===== config.mk =====
export PLATFORM = sky130hd
export DESIGN_NAME = script_quote_comment_lexer
export DESIGN_NICKNAME = d
export VERILOG_FILES = /design/src/rtl/core/sqcl_pkg.sv /design/src/rtl/core/script_quote_comment_lexer.sv /design/src/rtl/core/sqcl_front.sv /design/src/rtl/core/sqcl_queue.sv /design/src/rtl/core/sqcl_back.sv
export SDC_FILE = /design/constraint.sdc
export NUM_CORES = 1
export LEC_CHECK = 0
export ABC_AREA = 1
export ABC_CLOCK_PERIOD_IN_PS = 3100
export BUFFER_PORTS_ARGS = -buffer_cell sky130_fd_sc_hd__buf_2
export CAP_MARGIN = 5
export CELL_PAD_IN_SITES_DETAIL_PLACEMENT = 0
export CELL_PAD_IN_SITES_GLOBAL_PLACEMENT = 1
export CORE_MARGIN = 2
export CORE_UTILIZATION = 40
export CTS_BUF_LIST = sky130_fd_sc_hd__clkbuf_2
export DETAILED_ROUTE_END_ITERATION = 16
export GPL_TIMING_DRIVEN = 0
export PLACE_DENSITY_LB_ADDON = 0.08
export SLEW_MARGIN = 20
export SYNTH_ARGS = -nofsm -noshare
export SYNTH_HDL_FRONTEND = slang
export SYNTH_SLANG_ARGS = --single-unit

===== constraint.sdc =====
create_clock -name i_clk -period 3.1 [get_ports i_clk]
set_input_delay 0.465 -clock i_clk [delete_from_list [all_inputs] [get_ports i_clk]]
set_output_delay 0.465 -clock i_clk [all_outputs]
set_load 0.01 [all_outputs]

===== src/rtl/core/sqcl_pkg.sv =====
// Shared types and character codes for the script quote and comment lexer.
package sqcl_pkg;

    localparam logic [7:0] CH_BACKSLASH = 8'h5C;
    localparam logic [7:0] CH_SQUOTE    = 8'h27;
    localparam logic [7:0] CH_DQUOTE    = 8'h22;
    localparam logic [7:0] CH_HASH      = 8'h23;

    localparam logic [2:0] Q_NONE = 3'd0;
    localparam logic [2:0] Q_DQ   = 3'd1;
    localparam logic [2:0] Q_SQ   = 3'd2;
    localparam logic [2:0] Q_TDQ  = 3'd3;
    localparam logic [2:0] Q_TSQ  = 3'd4;

    localparam logic [1:0] LE_NONE    = 2'd0;
    localparam logic [1:0] LE_LOGICAL = 2'd1;
    localparam logic [1:0] LE_NEWLINE = 2'd2;
    localparam logic [1:0] LE_CONT    = 2'd3;

    // At most one command per request: up to three bytes to classify,
    // then an optional empty-line result. Without flush only the first
    // byte is classified and the other two are its lookahead.
    typedef struct packed {
        logic [7:0] b0;
        logic [7:0] b1;
        logic [7:0] b2;
        logic [1:0] n;
        logic       flush;
        logic       empty;
    } t_cmd;

    typedef struct packed {
        logic full;
        logic empty;
    } t_q_status;

endpackage


===== src/rtl/core/script_quote_comment_lexer.sv =====
// Top level of the script quote and comment lexer: front end, queue, classifier.
// A request's command is written into the queue and its first result is
// registered at the output; a mid-line byte waits for two more bytes of its
// line (lookahead). Throughput: 1 request per cycle while o_stall is low; the
// classifier emits 1 result per cycle unless i_stall holds it (queue absorbs).
// Reset (i_rst_n low, synchronous): clears window, queue, quote state and o_valid.
module script_quote_comment_lexer #(
    parameter int QUEUE_DEPTH = 4
) (
    input  logic       i_clk,
    input  logic       i_rst_n,
    input  logic       i_valid,
    output logic       o_stall,
    input  logic [7:0] i_ch,
    input  logic       i_last_in_line,
    input  logic       i_empty_line,
    output logic       o_valid,
    input  logic       i_stall,
    output logic [7:0] o_out_ch,
    output logic       o_dropped,
    output logic       o_inside_string,
    output logic       o_no_char,
    output logic [1:0] o_line_end_kind,
    output logic       o_last_result
);
    import sqcl_pkg::*;

    logic       accept;
    logic       push;
    logic       pop;
    t_cmd       cmd_in;
    t_cmd       cmd_head;
    t_q_status  q_status;

    // Stall the request side only when the command queue is full.
    assign o_stall = q_status.full;
    assign accept  = i_valid && !o_stall;

    // Front end: hold up to two bytes of lookahead, emit one command per
    // request that produces results.
    sqcl_front u_front (
        .i_clk          (i_clk),
        .i_rst_n        (i_rst_n),
        .i_accept       (accept),
        .i_ch           (i_ch),
        .i_last_in_line (i_last_in_line),
        .i_empty_line   (i_empty_line),
        .o_push         (push),
        .o_cmd          (cmd_in)
    );

    // Decouple the two sides so each can stall on its own.
    sqcl_queue #(
        .DEPTH (QUEUE_DEPTH)
    ) u_queue (
        .i_clk    (i_clk),
        .i_rst_n  (i_rst_n),
        .i_push   (push),
        .i_cmd    (cmd_in),
        .i_pop    (pop),
        .o_head   (cmd_head),
        .o_status (q_status)
    );

    // Back end: walk the head command one result at a time, track quote
    // and comment state, drive the registered output.
    sqcl_back u_back (
        .i_clk           (i_clk),
        .i_rst_n         (i_rst_n),
        .i_cmd           (cmd_head),
        .i_cmd_valid     (!q_status.empty),
        .o_pop           (pop),
        .i_stall         (i_stall),
        .o_valid         (o_valid),
        .o_out_ch        (o_out_ch),
        .o_dropped       (o_dropped),
        .o_inside_string (o_inside_string),
        .o_no_char       (o_no_char),
        .o_line_end_kind (o_line_end_kind),
        .o_last_result   (o_last_result)
    );

    // Queue cannot be full and empty at once.
    a_q_status: assert property (@(posedge i_clk) disable iff (!i_rst_n)
        !(q_status.full && q_status.empty))
        else $error("queue reports full and empty");

    // An accepted empty-line request always leaves a command queued.
    a_empty_push: assert property (@(posedge i_clk) disable iff (!i_rst_n)
        (accept && i_empty_line) |=> !q_status.empty)
        else $error("empty-line request produced no command");

    // A new result only comes from a queued command.
    a_out_src: assert property (@(posedge i_clk) disable iff (!i_rst_n)
        $rose(o_valid) |-> $past(!q_status.empty))
        else $error("result without queued command");

    // An empty-line result never carries a byte or a drop mark.
    a_no_char: assert property (@(posedge i_clk) disable iff (!i_rst_n)
        (o_valid && o_no_char) |-> (o_out_ch == 8'd0 && !o_dropped
                                    && o_line_end_kind != LE_NONE))
        else $error("malformed empty-line result");

endmodule


===== src/rtl/core/sqcl_front.sv =====
// Front end: keeps the two-byte lookahead window and builds commands.
module sqcl_front (
    input  logic              i_clk,
    input  logic              i_rst_n,
    input  logic              i_accept,
    input  logic [7:0]        i_ch,
    input  logic              i_last_in_line,
    input  logic              i_empty_line,
    output logic              o_push,
    output sqcl_pkg::t_cmd    o_cmd
);
    import sqcl_pkg::*;

    logic [7:0] r_win0, r_win1, n_win0, n_win1;
    logic [1:0] r_wc, n_wc;

    always_comb begin
        n_win0 = r_win0;
        n_win1 = r_win1;
        n_wc   = r_wc;
        o_push = 1'b0;
        o_cmd  = '{b0: r_win0, b1: r_win1, b2: i_ch, n: 2'd1, flush: 1'b0, empty: 1'b0};
        if (i_empty_line) begin
            // flush pending bytes, then the empty-line result
            o_push    = 1'b1;
            o_cmd.b2  = 8'd0;
            o_cmd.n   = r_wc;
            o_cmd.flush = 1'b1;
            o_cmd.empty = 1'b1;
            n_wc      = 2'd0;
        end else if (i_last_in_line) begin
            o_push      = 1'b1;
            o_cmd.flush = 1'b1;
            o_cmd.n     = r_wc + 2'd1;
            case (r_wc)
                2'd0: o_cmd.b0 = i_ch;
                2'd1: o_cmd.b1 = i_ch;
                default: o_cmd.b2 = i_ch;
            endcase
            n_wc = 2'd0;
        end else if (r_wc == 2'd2) begin
            // window full: classify the oldest byte, slide the window
            o_push = 1'b1;
            n_win0 = r_win1;
            n_win1 = i_ch;
        end else begin
            if (r_wc == 2'd0) begin
                n_win0 = i_ch;
            end else begin
                n_win1 = i_ch;
            end
            n_wc = r_wc + 2'd1;
        end
        if (!i_accept) begin
            o_push = 1'b0;
            n_win0 = r_win0;
            n_win1 = r_win1;
            n_wc   = r_wc;
        end
    end

    always_ff @(posedge i_clk) begin
        if (!i_rst_n) begin
            r_wc <= 2'd0;
        end else begin
            r_wc <= n_wc;
        end
    end

    always_ff @(posedge i_clk) begin
        r_win0 <= n_win0;
        r_win1 <= n_win1;
    end

endmodule


===== src/rtl/core/sqcl_queue.sv =====
// Command queue between the front end and the classifier.
module sqcl_queue #(
    parameter int DEPTH = 4
) (
    input  logic                 i_clk,
    input  logic                 i_rst_n,
    input  logic                 i_push,
    input  sqcl_pkg::t_cmd       i_cmd,
    input  logic                 i_pop,
    output sqcl_pkg::t_cmd       o_head,
    output sqcl_pkg::t_q_status  o_status
);
    import sqcl_pkg::*;

    localparam int PW = (DEPTH > 1) ? $clog2(DEPTH) : 1;
    localparam int CW = $clog2(DEPTH + 1);

    t_cmd            r_mem [DEPTH];
    logic [PW-1:0]   r_wr, r_rd, n_wr, n_rd;
    logic [CW-1:0]   r_count, n_count;
    logic            push_ok, pop_ok;

    assign o_status = '{full: (r_count == CW'(DEPTH)), empty: (r_count == '0)};
    assign push_ok = i_push && !o_status.full;
    assign pop_ok  = i_pop && !o_status.empty;
    assign o_head  = r_mem[r_rd];

    always_comb begin
        n_wr    = r_wr;
        n_rd    = r_rd;
        n_count = r_count;
        if (push_ok) begin
            n_wr = (r_wr == PW'(DEPTH - 1)) ? '0 : r_wr + PW'(1);
        end
        if (pop_ok) begin
            n_rd = (r_rd == PW'(DEPTH - 1)) ? '0 : r_rd + PW'(1);
        end
        if (push_ok && !pop_ok) begin
            n_count = r_count + CW'(1);
        end else if (pop_ok && !push_ok) begin
            n_count = r_count - CW'(1);
        end
    end

    always_ff @(posedge i_clk) begin
        if (!i_rst_n) begin
            r_wr    <= '0;
            r_rd    <= '0;
            r_count <= '0;
        end else begin
            r_wr    <= n_wr;
            r_rd    <= n_rd;
            r_count <= n_count;
        end
    end

    always_ff @(posedge i_clk) begin
        if (push_ok) begin
            r_mem[r_wr] <= i_cmd;
        end
    end

endmodule


===== src/rtl/core/sqcl_back.sv =====
// Back end: quote/comment state, one result/cycle unless stalled.
module sqcl_back (
    input  logic              i_clk,
    input  logic              i_rst_n,
    input  sqcl_pkg::t_cmd    i_cmd,
    input  logic              i_cmd_valid,
    output logic              o_pop,
    input  logic              i_stall,
    output logic              o_valid,
    output logic [7:0]        o_out_ch,
    output logic              o_dropped,
    output logic              o_inside_string,
    output logic              o_no_char,
    output logic [1:0]        o_line_end_kind,
    output logic              o_last_result
);
    import sqcl_pkg::*;

    logic [2:0] r_quote, n_quote;
    logic [1:0] r_skip, n_skip;
    logic       r_par, n_par;
    logic       r_comment, n_comment;
    logic [1:0] r_idx;

    logic       advance, is_byte, byte_last, last_res, triple, sopen, lopen, dbl;
    logic       drop, ins, cont;
    logic [7:0] c;
    logic [2:0] total;
    logic [1:0] kind;

    assign sopen = (r_quote == Q_DQ) || (r_quote == Q_SQ);
    assign lopen = (r_quote == Q_TDQ) || (r_quote == Q_TSQ);
    assign total = {1'b0, i_cmd.n} + {2'b00, i_cmd.empty};
    assign is_byte   = r_idx < i_cmd.n;
    assign byte_last = is_byte && i_cmd.flush && ((r_idx + 2'd1) == i_cmd.n);
    assign last_res  = (({1'b0, r_idx}) + 3'd1) == total;
    assign advance   = i_cmd_valid && (!o_valid || !i_stall);
    assign o_pop     = advance && last_res;
    assign dbl       = (c == CH_DQUOTE);
    assign triple    = (r_idx == 2'd0) && (!i_cmd.flush || i_cmd.n == 2'd3)
                       && (i_cmd.b1 == c) && (i_cmd.b2 == c);

    always_comb begin
        case (r_idx)
            2'd0:    c = i_cmd.b0;
            2'd1:    c = i_cmd.b1;
            2'd2:    c = i_cmd.b2;
            default: c = i_cmd.b0;
        endcase
    end

    always_comb begin
        n_quote   = r_quote;
        n_skip    = r_skip;
        n_comment = r_comment;
        n_par     = (c == CH_BACKSLASH) ? ~r_par : 1'b0;
        drop = 1'b0;
        ins  = 1'b0;
        cont = 1'b0;
        if (r_comment) begin
            drop = 1'b1;
        end else if (r_skip != 2'd0) begin
            n_skip = r_skip - 2'd1;
            ins    = 1'b1;
        end else if (c == CH_BACKSLASH) begin
            if (byte_last && !sopen && !lopen) begin
                drop = 1'b1;
                cont = 1'b1;
            end else begin
                ins = sopen || lopen;
            end
        end else if (c == CH_SQUOTE || c == CH_DQUOTE) begin
            if (r_par) begin
                ins = sopen || lopen;
            end else begin
                ins = 1'b1;
                if (sopen) begin
                    if ((r_quote == Q_DQ) == dbl) begin
                        n_quote = Q_NONE;
                    end
                end else if (lopen) begin
                    if (triple) begin
                        if ((r_quote == Q_TDQ) == dbl) begin
                            n_quote = Q_NONE;
                        end
                        n_skip = 2'd2;
                    end
                end else if (triple) begin
                    n_quote = dbl ? Q_TDQ : Q_TSQ;
                    n_skip  = 2'd2;
                end else begin
                    n_quote = dbl ? Q_DQ : Q_SQ;
                end
            end
        end else if (c == CH_HASH) begin
            if (!sopen && !lopen) begin
                n_comment = 1'b1;
                drop      = 1'b1;
            end else begin
                ins = 1'b1;
            end
        end else begin
            ins = sopen || lopen;
        end

        kind = LE_NONE;
        if (byte_last) begin
            if (n_comment) begin
                kind = LE_LOGICAL;
            end else if (cont) begin
                kind = LE_CONT;
            end else if (n_quote != Q_NONE) begin
                kind = LE_NEWLINE;
            end else begin
                kind = LE_LOGICAL;
            end
            n_skip    = 2'd0;
            n_par     = 1'b0;
            n_comment = 1'b0;
        end
    end

    always_ff @(posedge i_clk) begin
        if (!i_rst_n) begin
            r_quote   <= Q_NONE;
            r_skip    <= 2'd0;
            r_par     <= 1'b0;
            r_comment <= 1'b0;
            r_idx     <= 2'd0;
            o_valid   <= 1'b0;
        end else begin
            if (advance) begin
                o_valid <= 1'b1;
                r_idx   <= last_res ? 2'd0 : r_idx + 2'd1;
                if (is_byte) begin
                    r_quote   <= n_quote;
                    r_skip    <= n_skip;
                    r_par     <= n_par;
                    r_comment <= n_comment;
                end
            end else if (!i_stall) begin
                o_valid <= 1'b0;
            end
        end
    end

    always_ff @(posedge i_clk) begin
        if (advance) begin
            o_last_result <= last_res;
            if (is_byte) begin
                o_out_ch        <= c;
                o_dropped       <= drop;
                o_inside_string <= ins;
                o_no_char       <= 1'b0;
                o_line_end_kind <= kind;
            end else begin
                o_out_ch        <= 8'd0;
                o_dropped       <= 1'b0;
                o_inside_string <= 1'b0;
                o_no_char       <= 1'b1;
                o_line_end_kind <= (r_quote != Q_NONE) ? LE_NEWLINE : LE_LOGICAL;
            end
        end
    end

endmodule

==> impl_results.md, run 1 <==
- GR Util met1: 0.2598
- P&R area growth vs syn: 20.12%
- Global route hottest layer: met2
- Total Power: 7.044 mW
- Hold Crit Class: input port to flop
- Post-Place Cells: 1142
- Pleak: 3.954 nW
- Num CTS Buffers: 17
- Die area: 20990 um^2
- VDD IR-drop max: 0.2218 mV
- Nets: 971
- Max Root-Sink Buffers: 2
- Synthesized area: 7940 um^2
- Synthesized Nets: 880
- Most frequent cells in the layout: nand2_1, edfxtp_1, nor2_1
- Via count: 5947
- Layout Skew: 0.03741 ns
- Clk sink count: 163
- H-tree levels: 4
- GRT Util Overall: 0.1966
- Final cell count without fillers: 1215
- Die Wd: 144.9 um
- Final Max Tran Viols: 0
- Startpoint Class: flop
- DRT iter0 DRCs: 396
- I/O Pins: 30
- DIE HEIGHT: 144.9 um
- Worst-path clk slew: 0.24 ns
- Crit end category: flop
- I/O Buffers: 28
- Min-delay src: i_rst_n
- Final setup fails: 0
- Max Clock Freq: 339.5 MHz
- Yosys warnings: 0
- Critical Path AT: 3.59 ns
- Most common cell after layout, fill and taps aside: nand2_1
- Initial core utilization: 0.4080
- Largest net degree at the start of global routing: 20
- Cells after synthesis: 845
- Worst R2R Path Depth: 16
- Clock Tree Root: clkbuf_2
- Vias/cell: 4.895
- Top FF cell, synth: edfxtp_1
- DRT antenna net count: 0
- Final Hold Fails: 0
- Post-synth EDFFs: 142
- Worst slew pin tran: 0.7817 ns
- Core Area: 19460 um^2
- Hold Path End: u_back.o_valid$_SDFFE_PN0P_
- Register area share after synthesis: 0.5900
- Initial antenna violation count: 1
- DRC Markers: 0
- Final wirelength: 20070 um
- Yosys reg bits: 163
- Minimum clock period: 2.945 ns
- Distinct cells, synth: 40
- Ratio of cells with drive above 1 in the final layout: 0.2202
- TritonCTS clock tree: done
- Routed WL per cell: 16.52 um
- Site Rows: 51
- Met2 usage: 0.3277
- Worst Setup Path Type: flop to flop
- Post-synth ARST share: 0
- Total grt overflow: 0
- CP Max Fanout: 7
- Slew HR: 0.4734
- Latest clock arrival within the worst-skew pair: 0.75 ns
- Vias in the first global route: 5566
- # Max-Cap Violations: 0
- RR Endpoint: u_queue.r_count[1]$_SDFFE_PN0P_
- Filler cells: 1831
- Global placement routability congestion: 0.8292
- Routing usage on met3: 0.03784
- Pwr/cell area: 738.5 nW/um^2
- R2r setup slk: 0.15 ns
- Mean Syn Cell Area: 9.397 um^2
- Hold Crit Depth: 3
- Status: complete, no violations
- First-pass GRT wire length: 30020 um
- DRT Pass-1 Iters: 5
- Required time worst endpoint: 3.74 ns
- HPWL after detailed placement: 14140 um
- Final worst-path cycle share: 0.9501
-- cell families (layout without fill, tap and decap cells) --
| group | Yosys count | in the layout | share of synthesized area |
|---|---|---|---|
| other cells | 0 | 1 | 0 |
| simple gates | 468 | 468 | 0.2543 |
| xor+xnor | 3 | 3 | 0.003310 |
| buf+inv | 108 | 212 | 0.06256 |
| compound gates | 82 | 82 | 0.05578 |
| fa+ha+maj | 21 | 21 | 0.03404 |
| flops | 163 | 163 | 0.5900 |
-- cell usage after synthesis (10+ instances only) --
master / n / area, um^2
a21oi_1: 16 / 80.08
buf_6: 10 / 112.6
dfxtp_1: 21 / 420.4
edfxtp_1: 142 / 4264
ha_1: 20 / 250.2
inv_1: 74 / 277.8
nand2_1: 265 / 994.7
nand3_1: 76 / 380.4
nand3_2: 12 / 120.1
nor2_1: 80 / 300.3
o21ai_0: 43 / 215.2
o21ai_1: 13 / 65.06
-- where the power goes --
group          internal [mW]  switching [mW]  leakage [nW]  total, mW
Sequential              2.74          0.0934          1.49       2.83
Combinational           1.15            1.91          2.32       3.06
Clock                  0.378           0.771         0.142       1.15
-- routing by layer --
metal	share of wire	wire length (um)
met1	0.45	9054
met2	0.49	9885
met3	0.043	863
met4	0.013	267
met5	0	0
-- per-stage QoR --
| step | setup slack [ns] | hold slack, ns | TNS [ns] | util | cell area (um^2) |
|---|---|---|---|---|---|
| after CTS | -0.005118 | 0.05380 | -0.005118 | 0.4648 | 9046 |
| after detailed placement | -0.5558 | 0.4665 | -2.836 | 0.4397 | 8557 |
| after floorplan | 0.1333 | 0.4436 | 0 | - | 7940 |
| after global routing | -0.01916 | 0.09519 | -0.02300 | 0.4901 | 9538 |
| final | 0.1547 | 0.1235 | 0 | 0.4901 | 9538 |
| after global placement | -1.460 | 0.4540 | -159.82 | 0.4322 | 8412 |
-- flip-flops by register name, indices dropped and copies added, names as in the netlist, 2 cells and up, named ones only --
register                flops
u_front.r_win1              8
u_queue.r_mem             112
u_front.r_win0              8
u_queue.r_wr                2
u_back.o_out_ch             8
u_back.o_line_end_kind      2
u_back.r_quote              3
u_front.r_wc                2
u_queue.r_count             3
u_back.r_skip               2
u_queue.r_rd                2
u_back.r_idx                2
-- final cells by class --
| class | count | area, um^2 | area share |
|---|---|---|---|
| Antenna cell | 1 | 2.502 | 0.0002624 |
| Buffer | 25 | 254.0 | 0.02663 |
| Clock buffer | 17 | 85.08 | 0.008920 |
| Clock inverter | 15 | 160.2 | 0.01679 |
| Inverter | 79 | 314.1 | 0.03293 |
| Multi-Input combinational cell | 574 | 3028 | 0.3175 |
| Sequential cell | 163 | 4697 | 0.4925 |
| Tap cell | 265 | 331.6 | 0.03476 |
| Timing Repair Buffer | 76 | 665.6 | 0.06979 |
-- how the worst max path moves through the flow --
stage                                     endpoint  depth (start not counted)
3_5_place_dp   u_back.o_line_end_kind[1]$_DFFE_PP_                         23
2_1_floorplan        u_queue.r_mem[0][0]$_DFFE_PP_                          7
3_3_place_gp         u_queue.r_mem[3][7]$_DFFE_PP_                          7
5_1_grt        u_back.o_line_end_kind[1]$_DFFE_PP_                         23
6_report           u_queue.r_count[1]$_SDFFE_PN0P_                         16
4_1_cts        u_back.o_line_end_kind[1]$_DFFE_PP_                         22
-- worst max-delay path, cell delays in order (launching register included) --
cell and delay [ns]:
dfxtp_4 0.42, buf_12 0.14, buf_6 0.12, nand2_2 0.06, nand3_2 0.07, nand2_2 0.10, inv_2 0.05, ha_2 0.16
ha_1 0.28, xor2_1 0.17, nor4_2 0.25, nand2_2 0.16, ha_4 0.22, inv_4 0.05, fa_2 0.43, o21ai_2 0.12
a21oi_1 0.05
-- repair_timing --
action,CTS,global route
cloned,0,3
hold buffers,10,0
endpoints found under the hold margin,13,0
pin swaps,8,35
resized for setup,35,70
endpoints found under the setup margin,10,6
buffers inserted,10,21
Power figures use the tool's default switching activity.
==> inputs of run 2 (changes only) <==
- REMOVE_ABC_BUFFERS: unset -> 1
==> run 2 against run 1 <==
Against the previous run: clock skew is 0.0092 ns higher; global-route usage increased by 0.23 points; cell area shrank 2.3%; die area unchanged; combinational power is 6.9% lower; sequential share of layout area rose by 1.1 points; via count down 1.1%; register-to-register slack worse by 0.06 ns; non-clock buffer count decreased by 24; sequential cell count unchanged.
==> impl_results.md, run 2 (synthesis gave the netlist of run 1 again) <==
- # Max-Cap Violations: 0 (unchanged)
- Status: complete, no violations
- Worst Setup Path Type: flop to flop
- Worst R2R Path Depth: 22 (+6)
- Max Clock Freq: 332.6 MHz (-2.1%)
- CP Max Fanout: 6 (-1)
- Die area: 20990 um^2 (unchanged)
- DRT Pass-1 Iters: 5 (unchanged)
- I/O Pins: 30 (unchanged)
- Slew HR: 0.2893 (-0.1841)
- Largest stage delay, worst path: 0.42 ns (about the same)
- Reg2Reg Launch Point: u_back.r_idx[0]$_SDFFE_PN0P_
- DRC Markers: 0 (unchanged)
- Post-DP Area: 8397 um^2 (-1.9%)
- Die Wd: 144.9 um (unchanged)
- Clk sink count: 163 (unchanged)
- Most frequent cells in the layout: nand2_1, edfxtp_1, nor2_1
- Max Root-Sink Buffers: 2 (unchanged)
- Global placement routability congestion: 0.7898 (-4.8%)
- Final wirelength: 19610 um (-2.3%)
- Largest net degree at the start of global routing: 29 (+45%)
- Initial antenna violation count: 1 (unchanged)
- DRT antenna net count: 0 (unchanged)
- R2r setup slk: 0.09 ns (-0.06 ns)
- Latest clock arrival within the worst-skew pair: 0.76 ns (about the same)
- Worst-path cell chain: clkinvlp_4 -> ha_4 -> clkinvlp_4 -> buf_6 -> o211ai_1 -> nand2_2 -> nand2_2 -> nand2_2 -> nor2_4 -> nand2_2 -> nor2_4 -> nand2_2 -> inv_2 -> ha_4 -> nand2_1 -> nand2_1 -> nand2_1 -> nand2_2 -> nor2_4 -> nand3_2 -> nand2_1 -> nand2_1
- Final setup fails: 0 (unchanged)
- Fin Setup TNS: 0 ns (unchanged)
- Core Util, Final: 0.4789 (-0.01112)
- Layout Skew: 0.04657 ns (+0.009154 ns)
- RSZ-0062 raised after global routing: yes
- Register area: 4697 um^2 (unchanged)
- Crit end category: flop
- Slowest stage cell, crit path: dfxtp_4
- Pwr/cell area: 740.8 nW/um^2 (+0.32%)
- Required time worst endpoint: 3.65 ns (-0.09 ns)
- RR Endpoint: u_back.o_line_end_kind[1]$_DFFE_PP_
- TritonCTS clock tree: done
- Initial core utilization: 0.4080 (unchanged)
- Critical Path AT: 3.56 ns (-0.03 ns)
- First-pass GRT wire length: 30760 um (+2.5%)
- Hold Crit Class: input port to flop
- Ratio of cells with drive above 1 in the final layout: 0.1985 (-0.02174)
- Multi-input logic area: 3007 um^2 (-0.70%)
- Startpoint Class: flop
- GRT Util Overall: 0.1989 (+0.002253)
- Site Rows: 51 (unchanged)
- Hold Crit Depth: 6 (+3)
- Final cell count without fillers: 1193 (-1.8%)
- Total grt overflow: 0 (unchanged)
- Most common cell after layout, fill and taps aside: nand2_1
- Final Hold Fails: 0 (unchanged)
- Crit path buf inv count: 4 (unchanged)
- Hold Path End: u_front.r_wc[1]$_SDFFE_PN0P_
- Biggest register: u_queue.r_mem
- Final Max Tran Viols: 0 (unchanged)
- H-tree levels: 4 (unchanged)
- DRT iter0 DRCs: 399 (+0.76%)
- Post-Place Cells: 1116 (-2.3%)
- Via count: 5883 (-1.1%)
- Routed WL per cell: 16.44 um (-0.51%)
- Vias in the first global route: 5606 (+0.72%)
- HPWL after detailed placement: 12820 um (-9.3%)
- Worst slew pin tran: 1.062 ns (+0.2805 ns)
- Minimum clock period: 3.007 ns (+0.06167 ns)
- Filler cells: 1816 (-0.82%)
- PnR worst setup slack: 0.09304 ns (-0.06167 ns)
- Dpl ws: -1.165 ns (-0.6090 ns)
- Min-delay src: i_last_in_line
- I/O Buffers: 29 (+3.6%)
- Most used cell, CP: nand2_2
- Num CTS Buffers: 17 (unchanged)
- Core Area: 19460 um^2 (unchanged)
- Nets: 949 (-2.3%)
- Delay-heaviest family, CP: simple AND/OR/NAND/NOR gates
- Post-route cell area: 9321 um^2 (-2.3%)
- DIE HEIGHT: 144.9 um (unchanged)
- Final worst-path cycle share: 0.9700 (+0.01989)
- Clock Tree Root: clkbuf_2
- Vias/cell: 4.931 (+0.75%)
- Max reg flops: 112 (unchanged)
- P&R area growth vs syn: 17.40%
- Pleak: 3.830 nW (-3.1%)
- VDD IR-drop max: 0.2612 mV (+18%)
- Worst-path clk slew: 0.24 ns (about the same)
## run 2: worst register-to-register path: cells and delay by family, from the launching register on
kind | cells | cell delay (ns)
AO/OA/AOI/OAI | 1 | 0.17
adder cells (fa/ha/maj) | 2 | 0.49
buffers and inverters | 4 | 0.57
flip-flops | 1 | 0.42
AND/OR/NAND/NOR | 15 | 1.16
## run 2: per-stage QoR
| step | hold slack, ns | total power [mW] |
|---|---|---|
| 3_3_place_gp | 0.4545 | 5.115 |
| 3_5_place_dp | 0.4632 | 5.199 |
| 5_1_grt | 0.06786 | 7.413 |
| 4_1_cts | 0.08086 | 6.641 |
| 6_report | 0.1416 | 6.906 |
| 2_1_floorplan | 0.4436 | 4.457 |
## run 2: cell type report
cell class              instances  area share
flip-flops and latches        163      0.5039
multi-input cells             574      0.3225
repair buffers                 77     0.07289
inverters                      79     0.03557
well taps                     265     0.03557
clock inverters                13     0.01691
clock buffers                  19     0.01020
repair inverters                2    0.002148
diodes                          1   0.0002685
## run 2: how the worst max path moves through the flow
stage | from | endpoint | slack [ns] | depth (start not counted)
2_1_floorplan | flop | u_queue.r_count[1]$_SDFFE_PN0P_ | -1.12 | 15
3_3_place_gp | flop | u_queue.r_count[1]$_SDFFE_PN0P_ | -2.66 | 15
3_5_place_dp | u_back.r_idx[0]$_SDFFE_PN0P_ | u_back.o_line_end_kind[1]$_DFFE_PP_ | -1.16 | 21
4_1_cts | u_back.r_idx[0]$_SDFFE_PN0P_ | u_back.o_line_end_kind[1]$_DFFE_PP_ | 0.009 | 21
5_1_grt | flop | u_back.o_line_end_kind[1]$_DFFE_PP_ | -0.10 | 24
6_report | u_back.r_idx[0]$_SDFFE_PN0P_ | u_back.o_line_end_kind[1]$_DFFE_PP_ | 0.09 | 22
## run 2: repair_timing
item	4_1_cts	5_1_grt
buffers inserted	18	12
endpoints found under the setup margin	20	13
pin swaps	4	28
gates cloned	3	0
hold buffers	11	0
endpoints found under the hold margin	13	0
resized for setup	26	48
## run 2: where the power goes
part | internal [mW] | leakage (nW) | total [mW] | switching, mW
Sequential | 2.74 | 1.49 | 2.84 | 0.0982
Clock | 0.454 | 0.147 | 1.21 | 0.759
Combinational | 1.02 | 2.20 | 2.85 | 1.84
## run 2: metal layers
layer,GRT usage,vias up,share of wire
met5,0,-,0
met2,0.3280,114,0.48
li1,-,2958,-
met1,0.2697,2789,0.47
met4,0.05570,0,0.015
met3,0.03718,22,0.036
==> inputs of run 3 (changes only) <==
- SETUP_SLACK_MARGIN: unset -> 0.4
==> run 3 against run 2 <==
Against the previous run: clock-buffer cell count did not move; sequential power barely moved; cell count rose by 1.6%; sequential cell count did not move; utilization rose by 1.9 points; cell area rose by 4.0%; die area did not move; global-route usage rose by 0.67 points; maximum frequency rose by 4.3%; register-to-register slack improved by 0.12 ns; clock power barely moved; sequential share of layout area fell by 1.9 points; critical path type unchanged.
==> impl_results.md, run 3 (synthesis gave the netlist of run 1 again) <==
- Status: complete, no violations
- Hold Crit Class: input port to flop
- Clock Tree Root: clkbuf_2
- Most common cell after layout, fill and taps aside: nand2_1
- Most frequent cells in the layout: nand2_1, edfxtp_1, nor2_1
- Max Root-Sink Buffers: 2 (unchanged)
- Final worst-path cycle share: 0.9300 (-0.04002)
- Pwr/cell area: 743.7 nW/um^2 (+0.38%)
- Final wirelength: 20340 um (+3.7%)
- Die area: 20990 um^2 (unchanged)
- DRT Pass-1 Iters: 4 (-1)
- Delay-heaviest family, CP: simple AND/OR/NAND/NOR gates
- Vias in the first global route: 5820 (+3.8%)
- I/O Pins: 30 (unchanged)
- Reg2Reg Launch Point: u_back.r_idx[1]$_SDFFE_PN0P_
- P&R area growth vs syn: 22.11%
- Filler cells: 1774 (-2.3%)
- HPWL after detailed placement: 12820 um (unchanged)
- Logic depth of the worst path, buffers included: 21 (-4.5%)
- CP Max Fanout: 6 (unchanged)
- # Max-Cap Violations: 0 (unchanged)
- Worst-path clk slew: 0.25 ns (about the same)
- Vias/cell: 4.936 (about the same)
- Initial core utilization: 0.4080 (unchanged)
- Worst R2R Path Depth: 21 (-4.5%)
- Total grt overflow: 0 (unchanged)
- Pint: 4.383 mW (+4.1%)
- Post-Place Cells: 1116 (unchanged)
- Clk sink count: 163 (unchanged)
- Final Hold Fails: 0 (unchanged)
- Slew HR: 0.2807 (-0.008549)
- Num CTS Buffers: 17 (unchanged)
- DRT antenna net count: 0 (unchanged)
- Layout Skew: 0.04402 ns (-0.002542 ns)
- Met3 WL: 747 um (+5.5%)
- Core Area: 19460 um^2 (unchanged)
- RSZ-0062 raised after global routing: yes
- R2r setup slk: 0.22 ns (+0.12 ns)
- Register share of total power: 0.394 (-0.017)
- Crit end category: flop
- Post-route cell area: 9696 um^2 (+4.0%)
- Worst slew pin tran: 1.075 ns (+0.01278 ns)
- Post-DP Area: 8397 um^2 (unchanged)
- GRT Util Overall: 0.2055 (+0.006651)
- Worst-path cell chain: inv_2 -> ha_4 -> clkinvlp_4 -> buf_6 -> o211ai_1 -> nand2_2 -> nand2_1 -> nand2_1 -> nor2_1 -> nand2_1 -> nor2_2 -> nand2_1 -> buf_4 -> buf_4 -> buf_6 -> o21ai_2 -> nand2_2 -> nand2_2 -> nand2_2 -> a21oi_2 -> nor2_1
- H-tree levels: 4 (unchanged)
- Crit path buf inv count: 6 (+2)
- VDD IR-drop max: 0.2723 mV (+4.3%)
- I/O Buffers: 29 (unchanged)
- Largest net degree at the start of global routing: 29 (unchanged)
- Nets: 968 (+2.0%)
- DIE HEIGHT: 144.9 um (unchanged)
- Required time worst endpoint: 3.79 ns (+0.14 ns)
- Slowest stage cell, crit path: dfxtp_2
- Final cell count without fillers: 1212 (+1.6%)
- Via count: 5982 (+1.7%)
- WHS: 0.1338 ns (-0.007776 ns)
- Comb pwr share: 0.437 (+0.024)
- Pleak: 3.980 nW (+3.9%)
- Final Max Tran Viols: 0 (unchanged)
- Max reg flops: 112 (unchanged)
- PnR worst setup slack: 0.2171 ns (+0.1241 ns)
- Initial antenna violation count: 1 (unchanged)
- Largest stage delay, worst path: 0.42 ns (about the same)
- Die Wd: 144.9 um (unchanged)
- Biggest register: u_queue.r_mem
- Routed WL per cell: 16.78 um (+2.1%)
- RR Endpoint: u_back.r_skip[1]$_SDFFE_PN0P_
- TritonCTS clock tree: done
- Dpl ws: -1.165 ns (unchanged)
- Max Clock Freq: 346.9 MHz (+4.3%)
- Switching power: 2.828 mW (+4.9%)
- DR top layer: met4
- Hold Crit Depth: 6 (unchanged)
- Minimum clock period: 2.883 ns (-0.1241 ns)
- Min-delay src: i_last_in_line
- Latest clock arrival within the worst-skew pair: 0.76 ns (about the same)
- WL met1: 9444 um (+3.2%)
- Fin Setup TNS: 0 ns (unchanged)
- Met2 Wirelength: 9824 um (+3.9%)
- Hold Path End: u_front.r_wc[1]$_SDFFE_PN0P_
- Final setup fails: 0 (unchanged)
- Global placement routability congestion: 0.7898 (unchanged)
- DRT iter0 DRCs: 462 (+16%)
- Switching portion of total power: 0.3922 (+0.001740)
- Ratio of cells with drive above 1 in the final layout: 0.2495 (+0.05098)
- Critical Path AT: 3.57 ns (about the same)
- DRC Markers: 0 (unchanged)
- First-pass GRT wire length: 31770 um (+3.3%)
- Worst Setup Path Type: flop to flop
- Site Rows: 51 (unchanged)
- Startpoint Class: flop
- Clk pwr share: 0.169 (-0.007)
run 3: cell types whose count changed in the layout (fill, tap and decap cells not counted), moves of 6 or more:
cell     delta
nand3_1     -6
nand2_2     +8
buf_4       +9
buf_6       +7
nand2_1     -9
run 3: how the worst max path moves through the flow:
stage                            startpoint                                   to  slack (ns)
2_1_floorplan                          flop      u_queue.r_count[1]$_SDFFE_PN0P_       -1.12
3_3_place_gp                           flop      u_queue.r_count[1]$_SDFFE_PN0P_       -2.66
3_5_place_dp   u_back.r_idx[0]$_SDFFE_PN0P_  u_back.o_line_end_kind[1]$_DFFE_PP_       -1.16
4_1_cts                                flop      u_queue.r_count[2]$_SDFFE_PN0P_        0.13
5_1_grt                                flop  u_back.o_line_end_kind[1]$_DFFE_PP_       -0.06
6_report       u_back.r_idx[1]$_SDFFE_PN0P_        u_back.r_skip[1]$_SDFFE_PN0P_        0.22
run 3: what timing repair did:
action                                  CTS  global route
hold buffers                             11             0
buffers inserted                         39             8
resized for setup                        80            50
pin swaps                                48            29
endpoints found under the hold margin    13             0
endpoints found under the setup margin  112            52
cloned                                    4             1
run 3: area by class of cell:
cell class,count,area (um^2),area share
clock buffer,19,95.09,0.009808
tap,265,331.6,0.03420
timing repair inverter,3,33.78,0.003484
multi-input combinational,574,3167,0.3266
clock inverter,13,157.7,0.01626
inverter,79,337.8,0.03484
timing repair buffer,95,873.3,0.09008
sequential,163,4697,0.4844
antenna,1,2.502,0.0002581
run 3: stage by stage:
stage	power, mW	utilization
after floorplan	4.457	-
after global placement	5.115	0.4222
after detailed placement	5.199	0.4314
after CTS	6.962	0.4845
after global routing	7.724	0.4982
final	7.210	0.4982
run 3: power groups by stage:
stage	Combinational [mW]	Clock, mW	Sequential (mW)
after floorplan	1.50	0	2.96
after global placement	2.18	0	2.93
after detailed placement	2.30	0	2.90
after CTS	2.87	1.24	2.85
after global routing	3.52	1.33	2.88
final	3.15	1.22	2.84
run 3: routing by layer:
metal	global-route usage	vias up
met3	0.03718	25
met4	0.05621	0
met5	0	-
met1	0.2741	2856
li1	-	2996
met2	0.3458	105
run 3: tightest hold or removal path: cells and delay by family:
kind | cells | cell delay, ns
compound gates | 1 | 0.05
buf+inv | 1 | 0.09
simple gates | 4 | 0.25
